$ cat config.mk
export PLATFORM = sky130hd
export DESIGN_NAME = udr_mul
export DESIGN_NICKNAME = d
export VERILOG_FILES = /design/src/rtl/assert_macros.svh /design/src/rtl/udr_pkg.sv /design/src/rtl/udr_mul.sv
export SDC_FILE = /design/constraint.sdc
export NUM_CORES = 2
export LEC_CHECK = 0
export ABC_AREA = 0
export BUFFER_PORTS_ARGS = -buffer_cell sky130_fd_sc_hd__buf_2
export CAP_MARGIN = 20
export CORE_UTILIZATION = 47
export CTS_CLUSTER_DIAMETER = 200
export DETAILED_ROUTE_END_ITERATION = 16
export PLACE_DENSITY = 0.69
export SLEW_MARGIN = 20
export SYNTH_ARGS = -nofsm -noshare
export SYNTH_HDL_FRONTEND = slang
export SYNTH_SLANG_ARGS = --single-unit
$ cat constraint.sdc
create_clock -name clk_i -period 17.3 [get_ports clk_i]
set_input_delay 0 -clock clk_i [delete_from_list [all_inputs] [get_ports clk_i]]
set_output_delay 0 -clock clk_i [all_outputs]
set_load 0.03 [all_outputs]
$ cat src/rtl/assert_macros.svh
// Assertion helpers used by the top-level RTL file.
`ifndef ASSERT_MACROS_SVH
`define ASSERT_MACROS_SVH
`ifndef ASSERT_OFF
`define ASSERT_PROP(lbl, clk, rst_n, prop) \
  lbl: assert property (@(posedge clk) disable iff (!rst_n) prop) \
    else $error("assertion failed");
`define ASSERT_NEVER(lbl, clk, rst_n, expr) \
  lbl: assert property (@(posedge clk) disable iff (!rst_n) !(expr)) \
    else $error("forbidden condition seen");
`else
`define ASSERT_PROP(lbl, clk, rst_n, prop)
`define ASSERT_NEVER(lbl, clk, rst_n, expr)
`endif
`endif

$ cat src/rtl/udr_pkg.sv
`default_nettype none
package udr_pkg;

  localparam int CORDIC_STEPS_DEF = 16;
  localparam int ANGLE_BITS_DEF   = 32;

  localparam int ATAN_IDX_W = 5;
  localparam int TRIG_W     = 34;
  localparam int MUL_A_W    = 40;
  localparam int MUL_B_W    = 32;
  localparam int MUL_P_W    = MUL_A_W + MUL_B_W;
  localparam int SAT_W      = 48;

  localparam logic signed [TRIG_W-1:0]  CORDIC_K = 34'sd652032874;
  localparam logic signed [MUL_B_W-1:0] INV_4PI  = 32'sd341782638;

  localparam int CFG_IDX_W = 2;
  localparam logic [CFG_IDX_W-1:0] REG_SPEED_GAIN = 2'd0;
  localparam logic [CFG_IDX_W-1:0] REG_TURN_GAIN  = 2'd1;
  localparam logic [CFG_IDX_W-1:0] REG_HEIGHT     = 2'd2;

  localparam logic signed [15:0] SPEED_GAIN_RST = 16'sd256;
  localparam logic signed [15:0] TURN_GAIN_RST  = 16'sd256;
  localparam logic signed [31:0] HEIGHT_RST     = 32'sd32768;
  localparam logic signed [31:0] X_POS_RST      = 32'sd131072;
  localparam logic signed [31:0] Y_POS_RST      = 32'sd0;

  localparam logic signed [15:0] Q14_ONE = 16'sd16384;

  // Arctangent of 2^-i in units of 2*pi/2^32.
  function automatic logic signed [TRIG_W-1:0] atan_lookup(logic [ATAN_IDX_W-1:0] idx);
    logic signed [TRIG_W-1:0] v;
    case (idx)
      5'd0:  v = 34'sd536870912;
      5'd1:  v = 34'sd316933406;
      5'd2:  v = 34'sd167458907;
      5'd3:  v = 34'sd85004756;
      5'd4:  v = 34'sd42667331;
      5'd5:  v = 34'sd21354465;
      5'd6:  v = 34'sd10679838;
      5'd7:  v = 34'sd5340245;
      5'd8:  v = 34'sd2670163;
      5'd9:  v = 34'sd1335087;
      5'd10: v = 34'sd667544;
      5'd11: v = 34'sd333772;
      5'd12: v = 34'sd166886;
      5'd13: v = 34'sd83443;
      5'd14: v = 34'sd41722;
      5'd15: v = 34'sd20861;
      5'd16: v = 34'sd10430;
      5'd17: v = 34'sd5215;
      5'd18: v = 34'sd2608;
      5'd19: v = 34'sd1304;
      5'd20: v = 34'sd652;
      5'd21: v = 34'sd326;
      5'd22: v = 34'sd163;
      5'd23: v = 34'sd81;
      5'd24: v = 34'sd41;
      5'd25: v = 34'sd20;
      5'd26: v = 34'sd10;
      5'd27: v = 34'sd5;
      5'd28: v = 34'sd3;
      5'd29: v = 34'sd1;
      5'd30: v = 34'sd1;
      default: v = 34'sd0;
    endcase
    return v;
  endfunction

  function automatic logic signed [31:0] sat32(logic signed [SAT_W-1:0] v);
    logic signed [SAT_W-1:0] hi;
    logic signed [SAT_W-1:0] lo;
    hi = SAT_W'(32'sh7fff_ffff);
    lo = SAT_W'($signed(32'h8000_0000));
    if (v > hi) return 32'sh7fff_ffff;
    if (v < lo) return $signed(32'h8000_0000);
    return v[31:0];
  endfunction

  // Round a Q4.30 value to Q2.14 and clamp to plus or minus one.
  function automatic logic signed [15:0] to_q14(logic signed [TRIG_W-1:0] v);
    logic signed [TRIG_W:0]    s;
    logic signed [TRIG_W-16:0] r;
    s = (TRIG_W+1)'(v) + (TRIG_W+1)'(32768);
    r = $signed(s[TRIG_W:16]);
    if (r > (TRIG_W-15)'(Q14_ONE)) return Q14_ONE;
    if (r < -(TRIG_W-15)'(Q14_ONE)) return -Q14_ONE;
    return r[15:0];
  endfunction

endpackage
`default_nettype wire

$ cat src/rtl/udr_mul.sv
`default_nettype none
module udr_mul (
  input  wire logic                               clk_i,
  input  wire logic signed [udr_pkg::MUL_A_W-1:0] a_i,
  input  wire logic signed [udr_pkg::MUL_B_W-1:0] b_i,
  output logic signed [udr_pkg::MUL_P_W-1:0]      p_o
);

  logic signed [udr_pkg::MUL_P_W-1:0] p_q;

  always_ff @(posedge clk_i) begin
    p_q <= udr_pkg::MUL_P_W'(a_i) * udr_pkg::MUL_P_W'(b_i);
  end

  assign p_o = p_q;

endmodule
`default_nettype wire

# Word level (Yosys, flattened, before mapping)
# Index checks and enable logic that the tools add are counted.
# totals
regBits	72
word_cells	2
inputBits	73
# classes
mul	1
# op_table
operator	n
40-bit by 32-bit multiplier with 72-bit output	1

# Depth between registers and ports, before layout
# logic_depth
depth_word	1
ltp_mapped	30
depth_no_buf	28

# Worst setup path before layout
# OpenSTA, ideal clock, no wires.
# synth_timing
kind	input -> register
from	input port b_i[5] (netlist name)
to	register p_q, in the netlist p_o[67]
t_arrival_ps	7444
setup_slack_ps	9785
cell_stages	25
required_ps	17228
setup_ps	72
path_cell_list	clkbuf_1 -> nand2_1 -> inv_1 -> fa_1 -> fa_1 -> fa_1 -> fa_1 -> inv_1 -> fa_1 -> inv_1 -> fa_1 -> inv_1 -> fa_1 -> inv_1 -> fa_1 -> ha_1 -> clkbuf_1 -> nand4_1 -> or2_2 -> or2b_2 -> o32a_2 -> o41ai_4 -> nor2_2 -> o31ai_2 -> xor2_1
# synth_via
elab_chain_cells	1
# synth_lines
element	line	text
start, declared	udr_mul.sv:5	input wire logic signed [udr_pkg::MUL_B_W-1:0] b_i,
40-bit by 32-bit multiplier with 72-bit output	udr_mul.sv:12	p_q <= udr_pkg::MUL_P_W'(a_i) * udr_pkg::MUL_P_W'(b_i);
end signal, assigned	udr_mul.sv:12	
end, declared	udr_mul.sv:9	logic signed [udr_pkg::MUL_P_W-1:0] p_q;
# No other way between the ends.

# Worst setup path after layout
# Same ends and word-level chain as after synthesis.

==> impl_metrics.env <==
export IMPL_tritoncts_clock_tree="done"
export IMPL_sink_count=72
export IMPL_final_routed_wire_length_divided_by_cell_count_um=19.1
export IMPL_final_cells=6139
export IMPL_cts_hold_buf=0
export IMPL_avgViaCountPerCell=5.24
export IMPL_hold_path_startpoint="a_i[0]"
export IMPL_drc_marker_count_from_the_first_detailed_route_iteration=2065
export IMPL_post_route_util_pct=49.4
export IMPL_max_freq_mhz=125
export IMPL_path_max_fanout=40
export IMPL_wirelength_met1_mm=42.4
export IMPL_post_synth_top_count_cell="inv_1"
export IMPL_totalNegativeSetupSlack_ps=0
export IMPL_routed_wl_met3_mm=5.68
export IMPL_dp_final_hpwl_mm=96.8
export IMPL_crit_path_start_kind="primary input"
export IMPL_finalSetupViolations=0
export IMPL_crit_path_most_repeated_cell="fa_1"
export IMPL_initial_utilization_pct=47.6
export IMPL_cp_slowest_stage_delay_ps=1090
export IMPL_critical_path_slowest_cell="fa_1"
export IMPL_nNetsFinal=6458
export IMPL_ys_ff_latch=72
export IMPL_globalplace_congestion=0.912
export IMPL_n_fill_cell=8982
export IMPL_startpoint="b_i[5]"
export IMPL_synth_seq_area_share_pct=3.18
export IMPL_synth_edff_count=0
export IMPL_boundaryPins=145
export IMPL_final_max_slew_viol_count=0
export IMPL_initial_antenna_violation_count=17
export IMPL_clockRootBuffer="clkbuf_16"
export IMPL_port_buffer_count=144
export IMPL_status="finished clean"
export IMPL_largest_register_ffs=72
export IMPL_via_count=32200
export IMPL_grt_overflow_total=0
export IMPL_holdPathEnd="p_o[0]"
export IMPL_synth_net_count=6559
export IMPL_timing_hold_worst_class="primary input to register"
export IMPL_htreeDepth=3
export IMPL_ant_nets=0
export IMPL_number_of_placed_cells_counting_well_taps=6117
export IMPL_synth_top_cells_by_count="inv_1, fa_1, nand2_1"
export IMPL_min_delay_path_depth=3
export IMPL_grt_total_usage_pct=25.3
export IMPL_postRouteWirelength_mm=117
export IMPL_worst_slew_margin_rel_pct=33.0
export IMPL_hold_slack_ps=243
export IMPL_placement_rows=113
export IMPL_clk_transition_reported_paths_ps=70
export IMPL_wl_met2_mm=62.8
export IMPL_die_h_um=313
export IMPL_dominantRegCellSynth="dfxtp_1"
export IMPL_cts_resized=0
export IMPL_yosys_warnings=0
export IMPL_finalHoldViolations=0
export IMPL_cts_path_max_buffers=2
export IMPL_ys_top_cells_by_area="fa_1, inv_1, nand2_1"
export IMPL_drc=0
export IMPL_worst_setup_path_end_kind="register"
export IMPL_cts_buffers=9
export IMPL_synth_distinct_cells=75
export IMPL_netlist_top_cell_by_area="fa_1"
export IMPL_syn_instance_count=4964
export IMPL_cap_viol_max_count=0
export IMPL_synth_async_sr_flop_share_pct=0
export IMPL_die_w_um=313
export IMPL_grt_pass1_wl_mm=193
export IMPL_rsz_0062_raised_after_global_routing="no"
export IMPL_final_min_clock_period_ps=8010
export IMPL_design_die_area_mm2=0.0978
export IMPL_synthToLayoutAreaGrowth_pct=3.67
export IMPL_top_layer_used="met5"
export IMPL_core_area_mm2=0.0953
export IMPL_final_layout_size_suffix_gt1_share_pct=4.25
export IMPL_arrival_ps=8300
export IMPL_number_of_global_route_vias_before_repair=36200
export IMPL_drt_first_pass_iters=5
export IMPL_required_ps=17590
export IMPL_post_cts_setup_buffer_count=0
export IMPL_largest_net_degree_at_the_start_of_global_routing=41
export IMPL_timing_setup_critical_path_class="primary input to register"
export IMPL_synth_avg_cell_area_um2=9.14
export IMPL_synthDominantCellAreaShare_pct=58.3
export IMPL_worst_pin_slew_ps=1000
export IMPL_synthesis_area_mm2=0.0454
export IMPL_timing_final_crit_share_pct=46.3
==> placed cells by master (no fill, tap or decap), types with 4 or more instances in the layout <==
cell,n
o21a_1,10
nand2_1,919
or2_2,4
fa_1,1322
xnor2_1,54
buf_4,12
inv_1,1325
nand2b_1,13
o211ai_1,8
o21ai_0,39
nor2b_1,6
nand3_1,22
clkbuf_16,9
a21o_1,32
diode_2,7
a21oi_1,69
nor3_1,9
and3_1,6
o21ai_1,6
and2_1,382
xor2_1,22
buf_2,144
a211oi_1,6
nor4_1,5
nand4_1,16
a21boi_0,5
o21bai_1,10
dfxtp_1,72
nor2_1,64
a31oi_1,7
ha_1,200
==> layer usage <==
layer / vias to the layer above / GRT usage (%)
met5: - / 0
met4: 18 / 11.2
met3: 291 / 2.97
met2: 1032 / 46.4
met1: 17100 / 29.6
li1: 13800 / -
==> worst max-delay path by stage <==
stage,endpoint
after global routing,p_o[71]
after floorplan,p_o[67]
after detailed placement,p_o[67]
after CTS,p_o[71]
after global placement,p_o[71]
final,p_o[67]
==> layout make-up <==
type / count / area (um2) / share of cell area (%)
diodes: 7 / 17.5 / 0.0372
clock buffers: 11 / 253 / 0.537
clock inverters: 4 / 27.5 / 0.0585
inverters: 1325 / 4970 / 10.6
multi-input cells: 3299 / 38000 / 80.6
flip-flops and latches: 72 / 1440 / 3.06
well taps: 1265 / 1580 / 3.36
repair buffers: 156 / 811 / 1.72
==> worst max-delay path, delay by kind of cell <==
kind                       cells  cell delay [ps]
xor gates and xnor gates       1              170
and+or+nand+nor                5             1170
buffers and inverters          7             1050
AOI/OAI and AO/OA              3              540
adders and majority gates      9             5330
==> logic make-up after synthesis <==
group | after synthesis | share of synthesized area [%]
compound gates | 240 | 3.65
xor+xnor | 76 | 1.47
fa+ha+maj | 1522 | 63.8
buf+inv | 1593 | 13.2
flops | 72 | 3.18
mux | 1 | 0.0221
simple gates | 1460 | 14.7
==> stage by stage <==
step                      cell area [um2]  setup WS [ps]
after CTS                           47000           9310
after global routing                47100           8730
after global placement              46800           9050
after detailed placement            46800           8960
after floorplan                     45400           9780
final                               47100           9290
Power is not shown: default switching activity piles up to over one toggle a cycle in this logic, so the estimate is an artifact.
