## src/rtl/assert_macros.svh

```systemverilog
// Assertion helpers used by the top-level RTL file.
`ifndef ASSERT_MACROS_SVH
`define ASSERT_MACROS_SVH
`ifndef ASSERT_OFF
`define ASSERT_PROP(lbl, clk, rst_n, prop) \
  lbl: assert property (@(posedge clk) disable iff (!rst_n) prop) \
    else $error("assertion failed");
`define ASSERT_NEVER(lbl, clk, rst_n, expr) \
  lbl: assert property (@(posedge clk) disable iff (!rst_n) !(expr)) \
    else $error("forbidden condition seen");
`else
`define ASSERT_PROP(lbl, clk, rst_n, prop)
`define ASSERT_NEVER(lbl, clk, rst_n, expr)
`endif
`endif

```

## src/rtl/udr_pkg.sv

```systemverilog
`default_nettype none
package udr_pkg;

  localparam int CORDIC_STEPS_DEF = 16;
  localparam int ANGLE_BITS_DEF   = 32;

  localparam int ATAN_IDX_W = 5;
  localparam int TRIG_W     = 34;
  localparam int MUL_A_W    = 40;
  localparam int MUL_B_W    = 32;
  localparam int MUL_P_W    = MUL_A_W + MUL_B_W;
  localparam int SAT_W      = 48;

  localparam logic signed [TRIG_W-1:0]  CORDIC_K = 34'sd652032874;
  localparam logic signed [MUL_B_W-1:0] INV_4PI  = 32'sd341782638;

  localparam int CFG_IDX_W = 2;
  localparam logic [CFG_IDX_W-1:0] REG_SPEED_GAIN = 2'd0;
  localparam logic [CFG_IDX_W-1:0] REG_TURN_GAIN  = 2'd1;
  localparam logic [CFG_IDX_W-1:0] REG_HEIGHT     = 2'd2;

  localparam logic signed [15:0] SPEED_GAIN_RST = 16'sd256;
  localparam logic signed [15:0] TURN_GAIN_RST  = 16'sd256;
  localparam logic signed [31:0] HEIGHT_RST     = 32'sd32768;
  localparam logic signed [31:0] X_POS_RST      = 32'sd131072;
  localparam logic signed [31:0] Y_POS_RST      = 32'sd0;

  localparam logic signed [15:0] Q14_ONE = 16'sd16384;

  // Arctangent of 2^-i in units of 2*pi/2^32.
  function automatic logic signed [TRIG_W-1:0] atan_lookup(logic [ATAN_IDX_W-1:0] idx);
    logic signed [TRIG_W-1:0] v;
    case (idx)
      5'd0:  v = 34'sd536870912;
      5'd1:  v = 34'sd316933406;
      5'd2:  v = 34'sd167458907;
      5'd3:  v = 34'sd85004756;
      5'd4:  v = 34'sd42667331;
      5'd5:  v = 34'sd21354465;
      5'd6:  v = 34'sd10679838;
      5'd7:  v = 34'sd5340245;
      5'd8:  v = 34'sd2670163;
      5'd9:  v = 34'sd1335087;
      5'd10: v = 34'sd667544;
      5'd11: v = 34'sd333772;
      5'd12: v = 34'sd166886;
      5'd13: v = 34'sd83443;
      5'd14: v = 34'sd41722;
      5'd15: v = 34'sd20861;
      5'd16: v = 34'sd10430;
      5'd17: v = 34'sd5215;
      5'd18: v = 34'sd2608;
      5'd19: v = 34'sd1304;
      5'd20: v = 34'sd652;
      5'd21: v = 34'sd326;
      5'd22: v = 34'sd163;
      5'd23: v = 34'sd81;
      5'd24: v = 34'sd41;
      5'd25: v = 34'sd20;
      5'd26: v = 34'sd10;
      5'd27: v = 34'sd5;
      5'd28: v = 34'sd3;
      5'd29: v = 34'sd1;
      5'd30: v = 34'sd1;
      default: v = 34'sd0;
    endcase
    return v;
  endfunction

  function automatic logic signed [31:0] sat32(logic signed [SAT_W-1:0] v);
    logic signed [SAT_W-1:0] hi;
    logic signed [SAT_W-1:0] lo;
    hi = SAT_W'(32'sh7fff_ffff);
    lo = SAT_W'($signed(32'h8000_0000));
    if (v > hi) return 32'sh7fff_ffff;
    if (v < lo) return $signed(32'h8000_0000);
    return v[31:0];
  endfunction

  // Round a Q4.30 value to Q2.14 and clamp to plus or minus one.
  function automatic logic signed [15:0] to_q14(logic signed [TRIG_W-1:0] v);
    logic signed [TRIG_W:0]    s;
    logic signed [TRIG_W-16:0] r;
    s = (TRIG_W+1)'(v) + (TRIG_W+1)'(32768);
    r = $signed(s[TRIG_W:16]);
    if (r > (TRIG_W-15)'(Q14_ONE)) return Q14_ONE;
    if (r < -(TRIG_W-15)'(Q14_ONE)) return -Q14_ONE;
    return r[15:0];
  endfunction

endpackage
`default_nettype wire

```

## src/rtl/udr_cordic.sv

```systemverilog
`default_nettype none
module udr_cordic #(
  parameter int STEPS = udr_pkg::CORDIC_STEPS_DEF
) (
  input  wire logic                              clk_i,
  input  wire logic                              rst_ni,
  input  wire logic                              start_i,
  input  wire logic [31:0]                       angle_i,
  output logic                                   done_o,
  output logic signed [udr_pkg::TRIG_W-1:0]      cos_o,
  output logic signed [udr_pkg::TRIG_W-1:0]      sin_o
);

  localparam int CNT_W = (STEPS > 1) ? $clog2(STEPS) : 1;
  localparam logic [CNT_W-1:0] LAST_STEP = CNT_W'(STEPS - 1);

  localparam logic [1:0] QUAD_0 = 2'd0;
  localparam logic [1:0] QUAD_1 = 2'd1;
  localparam logic [1:0] QUAD_2 = 2'd2;
  localparam logic [1:0] QUAD_3 = 2'd3;

  logic                              busy_q;
  logic                              done_q;
  logic [CNT_W-1:0]                  iter_q;
  logic [1:0]                        quad_q;
  logic signed [udr_pkg::TRIG_W-1:0] x_q, y_q, z_q;

  logic [31:0]                       rnd_angle;
  logic [1:0]                        quad;
  logic [31:0]                       resid;
  logic signed [udr_pkg::TRIG_W-1:0] x_sh, y_sh, atan_v;

  // Pick the nearest quadrant; the residue lies in [-pi/4, pi/4).
  assign rnd_angle = angle_i + 32'h2000_0000;
  assign quad      = rnd_angle[31:30];
  assign resid     = angle_i - {quad, 30'd0};

  assign x_sh   = x_q >>> iter_q;
  assign y_sh   = y_q >>> iter_q;
  assign atan_v = udr_pkg::atan_lookup(udr_pkg::ATAN_IDX_W'(iter_q));

  always_ff @(posedge clk_i or negedge rst_ni) begin
    if (!rst_ni) begin
      busy_q <= 1'b0;
      done_q <= 1'b0;
      iter_q <= '0;
    end else begin
      done_q <= 1'b0;
      if (start_i && !busy_q) begin
        busy_q <= 1'b1;
        iter_q <= '0;
      end else if (busy_q) begin
        if (iter_q == LAST_STEP) begin
          busy_q <= 1'b0;
          done_q <= 1'b1;
        end else begin
          iter_q <= iter_q + 1'b1;
        end
      end
    end
  end

  always_ff @(posedge clk_i) begin
    if (start_i && !busy_q) begin
      quad_q <= quad;
      x_q    <= udr_pkg::CORDIC_K;
      y_q    <= '0;
      z_q    <= udr_pkg::TRIG_W'($signed(resid));
    end else if (busy_q) begin
      if (!z_q[udr_pkg::TRIG_W-1]) begin
        x_q <= x_q - y_sh;
        y_q <= y_q + x_sh;
        z_q <= z_q - atan_v;
      end else begin
        x_q <= x_q + y_sh;
        y_q <= y_q - x_sh;
        z_q <= z_q + atan_v;
      end
    end
  end

  // Rotate back by the quadrant.
  always_comb begin
    case (quad_q)
      QUAD_0: begin
        cos_o = x_q;
        sin_o = y_q;
      end
      QUAD_1: begin
        cos_o = -y_q;
        sin_o = x_q;
      end
      QUAD_2: begin
        cos_o = -x_q;
        sin_o = -y_q;
      end
      QUAD_3: begin
        cos_o = y_q;
        sin_o = -x_q;
      end
      default: begin
        cos_o = x_q;
        sin_o = y_q;
      end
    endcase
  end

  assign done_o = done_q;

endmodule
`default_nettype wire

```

## config.mk

```make
export PLATFORM = sky130hd
export DESIGN_NAME = udr_cordic
export DESIGN_NICKNAME = d
export VERILOG_FILES = /design/src/rtl/assert_macros.svh /design/src/rtl/udr_pkg.sv /design/src/rtl/udr_cordic.sv
export SDC_FILE = /design/constraint.sdc
export NUM_CORES = 1
export LEC_CHECK = 0
export BUFFER_PORTS_ARGS = -buffer_cell sky130_fd_sc_hd__buf_2
export CAP_MARGIN = 20
export CORE_MARGIN = 3
export CORE_UTILIZATION = 43
export CTS_BUF_LIST = sky130_fd_sc_hd__clkbuf_4
export CTS_CLUSTER_DIAMETER = 40
export DETAILED_ROUTE_END_ITERATION = 8
export MAX_ROUTING_LAYER = met4
export SYNTH_ARGS = -nofsm -noshare
export SYNTH_HDL_FRONTEND = slang
export SYNTH_SLANG_ARGS = --single-unit
export TNS_END_PERCENT = 100
```

## constraint.sdc

```tcl
create_clock -name clk_i -period 16.9 [get_ports clk_i]
set_input_delay 3.38 -clock clk_i [delete_from_list [all_inputs] [get_ports clk_i]]
set_output_delay 3.38 -clock clk_i [all_outputs]
set_load 0.005 [all_outputs]
```

# ---- Yosys cells after proc, flatten, opt, wreduce, memory -nomap -nowiden
# Memories as Yosys holds them, arrays and structs flattened.
# Index checks and enable logic that the tools add are counted.
# W data, S select, Z words.
dict set report totals {
  memories 1
  word_cells 47
  latchBits 0
  out_inout_bits 69
  inputBits 35
  mem_bits_ro 480
  mem_bits_rw 0
  register_bits 110
}
dict set report classes {
  n_reduce_logical 5
  n_mux 16
  shifts 2
  n_bitwise 0
  addsub 11
  eq_ne 5
  magnitude_cmp 0
  n_mul 0
  n_div 0
}
# name words width rd rd_ports_with_merged_regs wr line
set memory_table {}
lappend memory_table {{(name not given)} 16 30 1 0 0 udr_pkg.sv:33} ;# case (idx)
# operator count
set ops {}
lappend ops {{$pmux W34 S4} 2}
lappend ops {{$mux W34} 5}
lappend ops {{$add A34 B34 Y34} 3}
lappend ops {{$sub A34 B34 Y34} 3}
lappend ops {{$neg A34 Y34} 2}
lappend ops {{$sshr A34 B4 Y34} 2}
lappend ops {{$add A32 B30 Y32 const B} 1}
lappend ops {{$sub A32 B32 Y32} 1}
lappend ops {{$mux W4} 3}
lappend ops {{$mux W1} 6}
lappend ops {{$add A4 B1 Y4 const B} 1}
lappend ops {{$eq A2 B2 Y1 const B} 2}
lappend ops {{$eq A4 B4 Y1 const B} 1}
lappend ops {{$eq A2 B1 Y1 const B} 1}
lappend ops {{$logic_not A2 Y1} 1}
lappend ops {{$ne A2 B2 Y1 const B} 1}
lappend ops {{$reduce_and A2 Y1} 1}
lappend ops {{$reduce_bool A2 Y1} 1}
lappend ops {{$logic_and A1 B1 Y1} 1}
lappend ops {{$logic_not A1 Y1} 1}

# ---- Longest topological paths before layout
# Gate-level depths: netlist (run 1).
# An unclocked memory read counts as a cell.
dict set report depth {
  ltp_word 5
  depth_mapped 31
  mapped_depth_nobuf 24
}

# ---- Worst setup path after synthesis (run 1)
# Ideal clock, no wire load.
dict set report synth_path {
  path_kind {register to output}
  startpoint {register y_q[9] in the netlist's numbering}
  endpoint {output sin_o[33] in the netlist's numbering}
  n_path_buf 2
  setup_slack_ns 10.052
  required_ns 13.520
  arrival_ns 3.468
  path_stages_with_launch 12
  cell_sequence {dfxtp_1 > buf_6 > or3_4 > or4_4 > or4_4 > or3b_1 > buf_2 > or2_1 > or3_4 > nor4_4 > xnor2_1 > mux4_2}
}
dict set report synth_between {
  elab_chain_cells 2
}
# item line
set synth_rtl {}
lappend synth_rtl {{start, declared} udr_cordic.sv:26} ;# logic signed [udr_pkg::TRIG_W-1:0] x_q, y_q, z_q;
lappend synth_rtl {{start signal, assigned} udr_cordic.sv:72} ;# y_q <= y_q + x_sh;
lappend synth_rtl {{start signal, assigned} udr_cordic.sv:76} ;# y_q <= y_q - x_sh;
lappend synth_rtl {{$neg A34 Y34} udr_cordic.sv:95} ;# sin_o = -y_q;
lappend synth_rtl {{$pmux W34 S4} udr_cordic.sv:84} ;# case (quad_q)
lappend synth_rtl {{end, declared} udr_cordic.sv:11} ;# output logic signed [udr_pkg::TRIG_W-1:0] sin_o
# Every way passes these cells.

# ---- Worst setup path after layout (run 1)
dict set report layout_path {
  startpoint {register y_q[7] in the netlist's numbering}
  endpoint {output cos_o[33] in the netlist's numbering}
}
dict set report layout_between {
  elab_chain_cells 2
}
# item line
set layout_rtl {}
lappend layout_rtl {{$neg A34 Y34} udr_cordic.sv:90} ;# cos_o = -y_q;
lappend layout_rtl {{$pmux W34 S4} udr_cordic.sv:84}
lappend layout_rtl {{end, declared} udr_cordic.sv:10} ;# output logic signed [udr_pkg::TRIG_W-1:0] cos_o,
# Every way passes these cells.

==> impl_metrics.toml, run 1 <==
[status]
outcome = "complete, no violations"

[finish]
layout-drive-gt1-share = 0.138
layout_common_cells = "nand2_1 (272), a21oi_1 (230), nor2_1 (188)"
multiInputGateArea_um2 = 14200
n_fill_cell = 4063
nNetsFinal = 2439
syn_to_final_growth_pct = 5.73
final_area_um2 = 18700
seq_area_um2 = 2610
layout_commonest_cell = "nand2_1"

[setup_path]
crit_fanout = 12
critPathArrivalTime_ps = 4610
reg2reg_from = "iter_q[1]$_DFFE_PN0P_"
end_kind = "primary output"
startpoint_type = "flop"
r2r_end = "x_q[32]$_SDFFE_PP0P_"
critical_path_class = "reg -> out"
required_ps = 13520
r2r_cells = 19
ff2ff_setup_slack_ps = 9230

[drt]
vias = 17500
firstDrtPassIters = 5
viasPerCell = 6.20
totalWireLength_mm = 57.8
drcViolationCount = 0
detail-route-antenna-nets = 0
drtIter0Drc = 1902
wl_per_cell_um = 20.5

[sta]
drv_slew = 0
hold_ws_ps = 587
period_needed_ps = 7990
clock_skew_ps = 35.7
setup_viol = 0
hold_violations = 0
tns_ps = 0
tightest_slew_ps = 871
max_freq_mhz = 125
rsz0062_at_grt = "false"
relSlewSlack = 0.404
fin_crit_sh = 0.472

[clocking]
cts_tree = "built"
htree_levels = 3
hold_buffers = 0
cts_made_buffers = 9
cts_root_buffer = "clkbuf_4"
insertion_delay_ps = 660
clock-sinks = 110
post-cts-setup-buffers = 0
cts_buffer_depth = 2
clk_pin_slew_ps = 200
cts_resized = 0

[synth]
synth_xor_area_frac = 0.127
synth_edf_count = 36
synth_cell_types = 84
synth_nets = 2466
ys_seq_area_frac = 0.146
synth_compound_area_frac = 0.238
synth_area_um2 = 17700
syn_inst = 2312
muxShareOfSynthArea = 0.154
synth.avg_cell_area_um2 = 7.66
synth_top_family_by_area = "compound AO/OA/AOI/OAI gates"
synth_fa_ha_area_frac = 0.0854
yosys_warnings = 0
synth-async-reset-ratio = 0.0545
yosys_register_bits = 110
yosys.area_share.simple = 0.197
ys.flop_type = "dfxtp_1"

[global_routing]
grt-busiest-layer = "met2"
met1_usage = 0.332
track_usage = 0.265
antenna_found_initial = 2
first_global_vias = 16400
grt-ovfl-total = 0
grt_max_degree = 107
use_met3 = 0.0401
use_met2 = 0.442
grt_pass1_wl_mm = 91.2

[floorplanning]
dieHeight_um = 209
placementRows = 73
die_area_um2 = 43600
coreArea_um2 = 40200
die_width_um = 209
io-pin-count = 104
initial_core_util = 0.441

[min_path]
holdPathEnd = "y_q[0]$_SDFFE_PP0P_"
hold_depth = 2
hp-start = "y_q[0]$_SDFFE_PP0P_"
hold_path_class = "reg -> reg"

[placed_design]
place_area_um2 = 18500
hpwlAfterDp_mm = 43.5
io_buffer_count = 103
gp_congestion = 0.950

[job]
drv_cap = 0
## how the worst max path moves through the flow
| stage | start | to | slack, ps | depth (start not counted) |
|---|---|---|---|---|
| after floorplan | y_q[9]$_SDFFE_PP0P_ | sin_o[33] | 10050 | 11 |
| after global placement | iter_q[1]$_DFFE_PN0P_ | z_q[30]$_DFFE_PP_ | 9650 | 22 |
| after detailed placement | iter_q[1]$_DFFE_PN0P_ | x_q[32]$_SDFFE_PP0P_ | 9450 | 19 |
| after CTS | y_q[7]$_SDFFE_PP0P_ | cos_o[33] | 8860 | 10 |
| after global routing | x_q[2]$_SDFFE_PP0P_ | sin_o[32] | 8690 | 10 |
| final | y_q[7]$_SDFFE_PP0P_ | cos_o[33] | 8910 | 10 |
## sequential cells by signal (all words and copies together), names as in the netlist
| signal | cells |
|---|---|
| x_q | 34 |
| y_q | 34 |
| z_q | 34 |
| iter_q | 4 |
| quad_q | 2 |
| busy_q | 1 |
| done_o | 1 |
## layout make-up
| class | count | area share |
|---|---|---|
| Multi-Input combinational cell | 1962 | 0.758 |
| Sequential cell | 110 | 0.139 |
| Tap cell | 525 | 0.0351 |
| Clock inverter | 7 | 0.00521 |
| Clock buffer | 9 | 0.00361 |
| Inverter | 52 | 0.0104 |
| Antenna cell | 5 | 0.000668 |
| Timing Repair Buffer | 150 | 0.0481 |
## worst max-delay path, cell delays in order (launching register included)
cell	delay (ps)
dfxtp_1	500
or3_4	460
or4_4	450
or4_4	510
or3b_1	510
or2_1	290
or3_4	380
nor4_4	150
xnor2_1	110
mux4_2	460
buf_2	140
## metal layers
metal / up-vias / routed length [µm]
li1: 8409 / -
met1: 8376 / 24800
met2: 585 / 28000
met3: 103 / 3130
met4: 0 / 1820
met5: - / 0
## synthesized netlist by cell type (all sizes together) (48+ instances only)
cell    number  area (µm²)
xnor2      156        1370
buf         49         216
mux2i       53         531
nor2       189         709
nand2      272        1020
xor2       100         876
clkbuf     139         524
dfxtp       68        1360
nor3        55         275
a21o        48         360
mux4        85        1910
a21oi      230        1150
ha         116        1450
o21ai      174         871
inv         50         188
## metrics by stage
step / util / std cells / worst slack (ps)
6_report: 0.466 / 2820 / 8910
3_3_place_gp: 0.460 / 2797 / 9650
2_1_floorplan: - / 2312 / 10050
4_1_cts: 0.464 / 2813 / 8860
3_5_place_dp: 0.460 / 2797 / 9450
5_1_grt: 0.466 / 2820 / 8690
## logic make-up after synthesis
logic type / count (synthesis)
AOI/OAI and AO/OA: 681
xor gates and xnor gates: 256
adders and majority gates: 119
buffers and inverters: 240
DFF: 110
muxes: 163
and+or+nand+nor: 743
Power of run 1 is not shown: default switching activity piles up to over one toggle a cycle in this logic, so the estimate is an artifact.
==> inputs of run 2 (changes only) <==
==> constraint.sdc (replaced) <==
create_clock -name clk_i -period 7.7 [get_ports clk_i]
set_input_delay 1.54 -clock clk_i [delete_from_list [all_inputs] [get_ports clk_i]]
set_output_delay 1.54 -clock clk_i [all_outputs]
set_load 0.005 [all_outputs]
==> run 2 against run 1 <==
Cell count down 0.35%. Clock skew rose by 3.4 ps. Utilization shrank 0.33 points. Sequential share of layout area grew 0.10 points. Non-clock buffer count shrank 13. Register-to-register slack worse by 8200 ps. Worst setup slack lost 7900 ps. Worst hold slack got worse by 22 ps. Critical path type is now reg -> reg. Highest routed layer unchanged.
==> impl_metrics.toml, run 2 (same netlist as run 1, synthesis figures left out) <==
[sta]
relSlewSlack = 0.372
clock_skew_ps = 39.1
period_needed_ps = 6700
hold_violations = 0
tns_ps = 0
setup_viol = 0
drv_slew = 0
rsz0062_at_grt = "false"
tightest_slew_ps = 942
max_freq_mhz = 149
fin_crit_sh = 0.870

[clocking]
post-cts-setup-buffers = 0
insertion_delay_ps = 650
htree_levels = 3
cts_resized = 0
clk_pin_slew_ps = 210
cts_tree = "built"
cts_root_buffer = "clkbuf_4"
cts_buffer_depth = 2
clock-sinks = 110
cts_made_buffers = 9
hold_buffers = 0

[floorplanning]
dieHeight_um = 209
die_area_um2 = 43600
io-pin-count = 104
initial_core_util = 0.441
placementRows = 73
coreArea_um2 = 40200
die_width_um = 209

[setup_path]
critPathArrivalTime_ps = 7310
ff2ff_setup_slack_ps = 1000
crit_fanout = 64
critical_path_class = "reg -> reg"
startpoint_type = "flop"
cp_slowest_cell = "dfrtp_4"
crit_chain = "mux4_2 > a2111oi_0 > o211ai_1 > o22ai_1 > nor4bb_1 > a21oi_1 > xnor2_1 > ha_1 > and3_1 > and4_1 > and2_1 > a221o_1 > o41ai_1 > o21ai_0 > a41oi_1 > nand2b_1 > a2111o_1 > nand3_1"
max_stage_delay_ps = 1020
end_kind = "flop"
required_ps = 8310

[finish]
layout_common_cells = "nand2_1 (272), a21oi_1 (230), nor2_1 (188)"
fin_util = 0.462
top_regs = "x_q x34, y_q x34, z_q x34"
layout-drive-gt1-share = 0.133
n_fill_cell = 4064
seq_area_um2 = 2610
multiInputGateArea_um2 = 14200
layout_commonest_cell = "nand2_1"
syn_to_final_growth_pct = 4.98
nNetsFinal = 2426

[global_routing]
first_global_vias = 16400
grt-ovfl-total = 0
grt_pass1_wl_mm = 90.8
track_usage = 0.265
grt_max_degree = 101
antenna_found_initial = 2

[placed_design]
hpwlAfterDp_mm = 43.9
gp_congestion = 0.972
io_buffer_count = 103

[drt]
drcViolationCount = 0
drtIter0Drc = 1490
firstDrtPassIters = 6
vias = 17500
wl_per_cell_um = 20.5
viasPerCell = 6.22
detail-route-antenna-nets = 0
totalWireLength_mm = 57.6

[min_path]
hold_path_class = "reg -> reg"

[status]
outcome = "complete, no violations"

[job]
drv_cap = 0
run 2: cell types whose count changed in the layout (fill, tap and decap cells not counted), moves of 3 or more:
cell	change
buf_4	-13
diode_2	+3
inv_6	+3
inv_8	-3
run 2: worst max-delay path, delay by kind of cell, from the launching register on:
| kind | cells | cell delay, ps |
|---|---|---|
| adder cells (fa/ha/maj) | 1 | 350 |
| multiplexers | 1 | 480 |
| AO/OA/AOI/OAI | 9 | 3260 |
| flip-flops | 1 | 1020 |
| AND/OR/NAND/NOR | 6 | 1330 |
| XOR/XNOR | 1 | 160 |
run 2: worst paths after layout:
path	startpoint	endpoint	cells past startpoint
max	iter_q[2]$_DFFE_PN0P_	x_q[32]$_SDFFE_PP0P_	18
min	y_q[0]$_SDFFE_PP0P_	y_q[0]$_SDFFE_PP0P_	2
max reg2reg	iter_q[2]$_DFFE_PN0P_	x_q[32]$_SDFFE_PP0P_	18
min reg2reg	y_q[0]$_SDFFE_PP0P_	y_q[0]$_SDFFE_PP0P_	2
max in group asynchronous	rst_ni	iter_q[1]$_DFFE_PN0P_	1
min in group asynchronous	rst_ni	iter_q[3]$_DFFE_PN0P_	1
run 2: through the flow:
step / area [µm²] / hold WS [ps] / setup slack, ps / cells
after global placement: 18400 / 535 / 1440 / 2785
after CTS: 18500 / 563 / 1160 / 2801
after floorplan: 17700 / 484 / 1470 / 2312
final: 18600 / 565 / 1000 / 2810
after global routing: 18600 / 597 / 507 / 2810
after detailed placement: 18400 / 542 / 1220 / 2785
run 2: layout make-up:
| cell class | count | share of cell area |
|---|---|---|
| multi-input cells | 1962 | 0.763 |
| flip-flops and latches | 110 | 0.140 |
| repair buffers | 137 | 0.0428 |
| well taps | 525 | 0.0353 |
| inverters | 52 | 0.0105 |
| clock buffers | 9 | 0.00364 |
| clock inverters | 7 | 0.00330 |
| diodes | 8 | 0.00108 |
run 2: metal layers:
layer	track usage	routed length (µm)	vias up	part of all wire
met5	-	0	-	0
met4	0.0965	2370	0	0.041
met3	0.0446	3620	137	0.063
met2	0.438	27400	664	0.48
met1	0.327	24200	8290	0.42
li1	-	-	8388	-
Power of run 2 is left out for the same reason.
==> inputs of run 3 (changes only) <==
--- a/config.mk
+++ b/config.mk
@@ -7,12 +7,16 @@
 export LEC_CHECK = 0
 export BUFFER_PORTS_ARGS = -buffer_cell sky130_fd_sc_hd__buf_2
 export CAP_MARGIN = 20
+export CELL_PAD_IN_SITES_DETAIL_PLACEMENT = 1
+export CELL_PAD_IN_SITES_GLOBAL_PLACEMENT = 2
 export CORE_MARGIN = 3
-export CORE_UTILIZATION = 43
+export CORE_UTILIZATION = 38
 export CTS_BUF_LIST = sky130_fd_sc_hd__clkbuf_4
 export CTS_CLUSTER_DIAMETER = 40
 export DETAILED_ROUTE_END_ITERATION = 8
 export MAX_ROUTING_LAYER = met4
+export PLACE_DENSITY_LB_ADDON = 0.1
+export REMOVE_ABC_BUFFERS = 1
 export SYNTH_ARGS = -nofsm -noshare
 export SYNTH_HDL_FRONTEND = slang
 export SYNTH_SLANG_ARGS = --single-unit
==> run 3 against run 2 <==
Global-route usage is 0.63 points higher. Critical endpoint unchanged. Worst setup slack worse by 250 ps. Die area up 13%. Fmax is 3.7% lower. Sequential cell count unchanged. Cell count grew 2.6%. Via count up 1.7%. First-iteration DRC count decreased by 19%. Clock skew rose by 13 ps. Worst hold slack gained 16 ps. Non-clock buffer count is 2 higher.
==> impl_metrics.toml, run 3 (same netlist as run 1, synthesis figures left out) <==
[clocking]
clock-sinks = 110
cts_tree = "built"
cts_root_buffer = "clkbuf_4"
insertion_delay_ps = 670
cts_made_buffers = 9
post-cts-setup-buffers = 0
htree_levels = 3
cts_buffer_depth = 2
clk_pin_slew_ps = 210
hold_buffers = 0
cts_resized = 0

[floorplanning]
placementRows = 78
die_width_um = 222
initial_core_util = 0.388
coreArea_um2 = 45700
dieHeight_um = 222
die_area_um2 = 49200
io-pin-count = 104

[drt]
firstDrtPassIters = 5
drtIter0Drc = 1211
detail-route-antenna-nets = 0
totalWireLength_mm = 66.4
viasPerCell = 6.17
drcViolationCount = 0
m1WireLength_mm = 31.2
vias = 17800
routed-wl-met2_mm = 30.3
wl_per_cell_um = 23.0
top_layer_used = "met4"
dr_wl_met3_mm = 3.16

[sta]
hold_ws_ps = 582
tightest_slew_ps = 1090
relSlewSlack = 0.272
max_freq_mhz = 144
clock_skew_ps = 51.9
period_needed_ps = 6950
rsz0062_at_grt = "false"
fin_crit_sh = 0.903
hold_violations = 0
drv_slew = 0
setup_viol = 0

[setup_path]
reg2reg_from = "iter_q[1]$_DFFE_PN0P_"
end_kind = "flop"
critical_path_class = "reg -> reg"
crit_fanout = 39
ff2ff_setup_slack_ps = 750
r2r_cells = 19
critPathArrivalTime_ps = 7540
r2r_end = "x_q[32]$_SDFFE_PP0P_"
startpoint_type = "flop"
required_ps = 8290

[placed_design]
io_buffer_count = 103
hpwlAfterDp_mm = 50.1
gp_congestion = 0.885

[finish]
syn_to_final_growth_pct = 5.60
layout_common_cells = "nand2_1 (272), a21oi_1 (230), nor2_1 (188)"
n_fill_cell = 5664
layout-drive-gt1-share = 0.133
top_regs = "x_q x34, y_q x34, z_q x34"
layout_commonest_cell = "nand2_1"
nNetsFinal = 2428

[min_path]
hp-start = "y_q[0]$_SDFFE_PP0P_"
hold_path_class = "reg -> reg"
holdPathEnd = "y_q[0]$_SDFFE_PP0P_"
hold_depth = 2

[global_routing]
antenna_found_initial = 2
first_global_vias = 17500
grt_max_degree = 110
grt_pass1_wl_mm = 104
track_usage = 0.272
grt-ovfl-total = 0

[status]
outcome = "complete, no violations"

[job]
drv_cap = 0
## run 3: worst max-delay path, cell delays in order, from the launching register on
cell      delay [ps]
dfrtp_4          880
buf_4            430
mux4_2           590
a211oi_1         440
nand4_1          190
o22ai_1          250
nor4bb_2         510
a21oi_1          160
xnor2_1          150
ha_1             360
and3_1           210
and4_1           230
and2_1           160
a221o_1          340
o41ai_1          530
o21ai_0          430
a41oi_1          370
nand2b_1         130
a2111o_1         410
nand3_1           60
## run 3: worst max-delay path by stage
stage	to	start	cells past startpoint	slack, ps
2_1_floorplan	z_q[30]$_DFFE_PP_	iter_q[1]$_DFFE_PN0P_	20	-1070
3_3_place_gp	x_q[32]$_SDFFE_PP0P_	iter_q[1]$_DFFE_PN0P_	19	890
3_5_place_dp	x_q[32]$_SDFFE_PP0P_	iter_q[1]$_DFFE_PN0P_	19	690
4_1_cts	x_q[32]$_SDFFE_PP0P_	iter_q[1]$_DFFE_PN0P_	19	580
5_1_grt	x_q[32]$_SDFFE_PP0P_	iter_q[1]$_DFFE_PN0P_	19	110
6_report	x_q[32]$_SDFFE_PP0P_	iter_q[1]$_DFFE_PN0P_	19	750
## run 3: final cells by class
class | instances | area, µm² | area share
Sequential cell | 110 | 2610 | 0.139
Multi-Input combinational cell | 1962 | 14200 | 0.759
Timing Repair Buffer | 139 | 823 | 0.0440
Inverter | 52 | 195 | 0.0104
Clock buffer | 10 | 75.1 | 0.00402
Antenna cell | 4 | 10.0 | 0.000535
Tap cell | 600 | 751 | 0.0402
Clock inverter | 6 | 46.3 | 0.00248
## run 3: routing by layer
| layer | vias up | GRT usage |
|---|---|---|
| met2 | 409 | 0.424 |
| met1 | 8926 | 0.374 |
| met3 | 79 | 0.0330 |
| met4 | 0 | 0.0716 |
| li1 | 8367 | - |
| met5 | - | - |
## run 3: per-stage QoR
stage | TNS (ps) | instance area (µm²) | util | instances | setup slack, ps
2_1_floorplan | -15570 | 17000 | - | 2124 | -1070
3_3_place_gp | 0 | 18500 | 0.406 | 2862 | 888
3_5_place_dp | 0 | 18600 | 0.406 | 2863 | 692
4_1_cts | 0 | 18700 | 0.409 | 2879 | 584
5_1_grt | 0 | 18700 | 0.409 | 2883 | 109
6_report | 0 | 18700 | 0.409 | 2883 | 748
Power of run 3 is left out for the same reason.
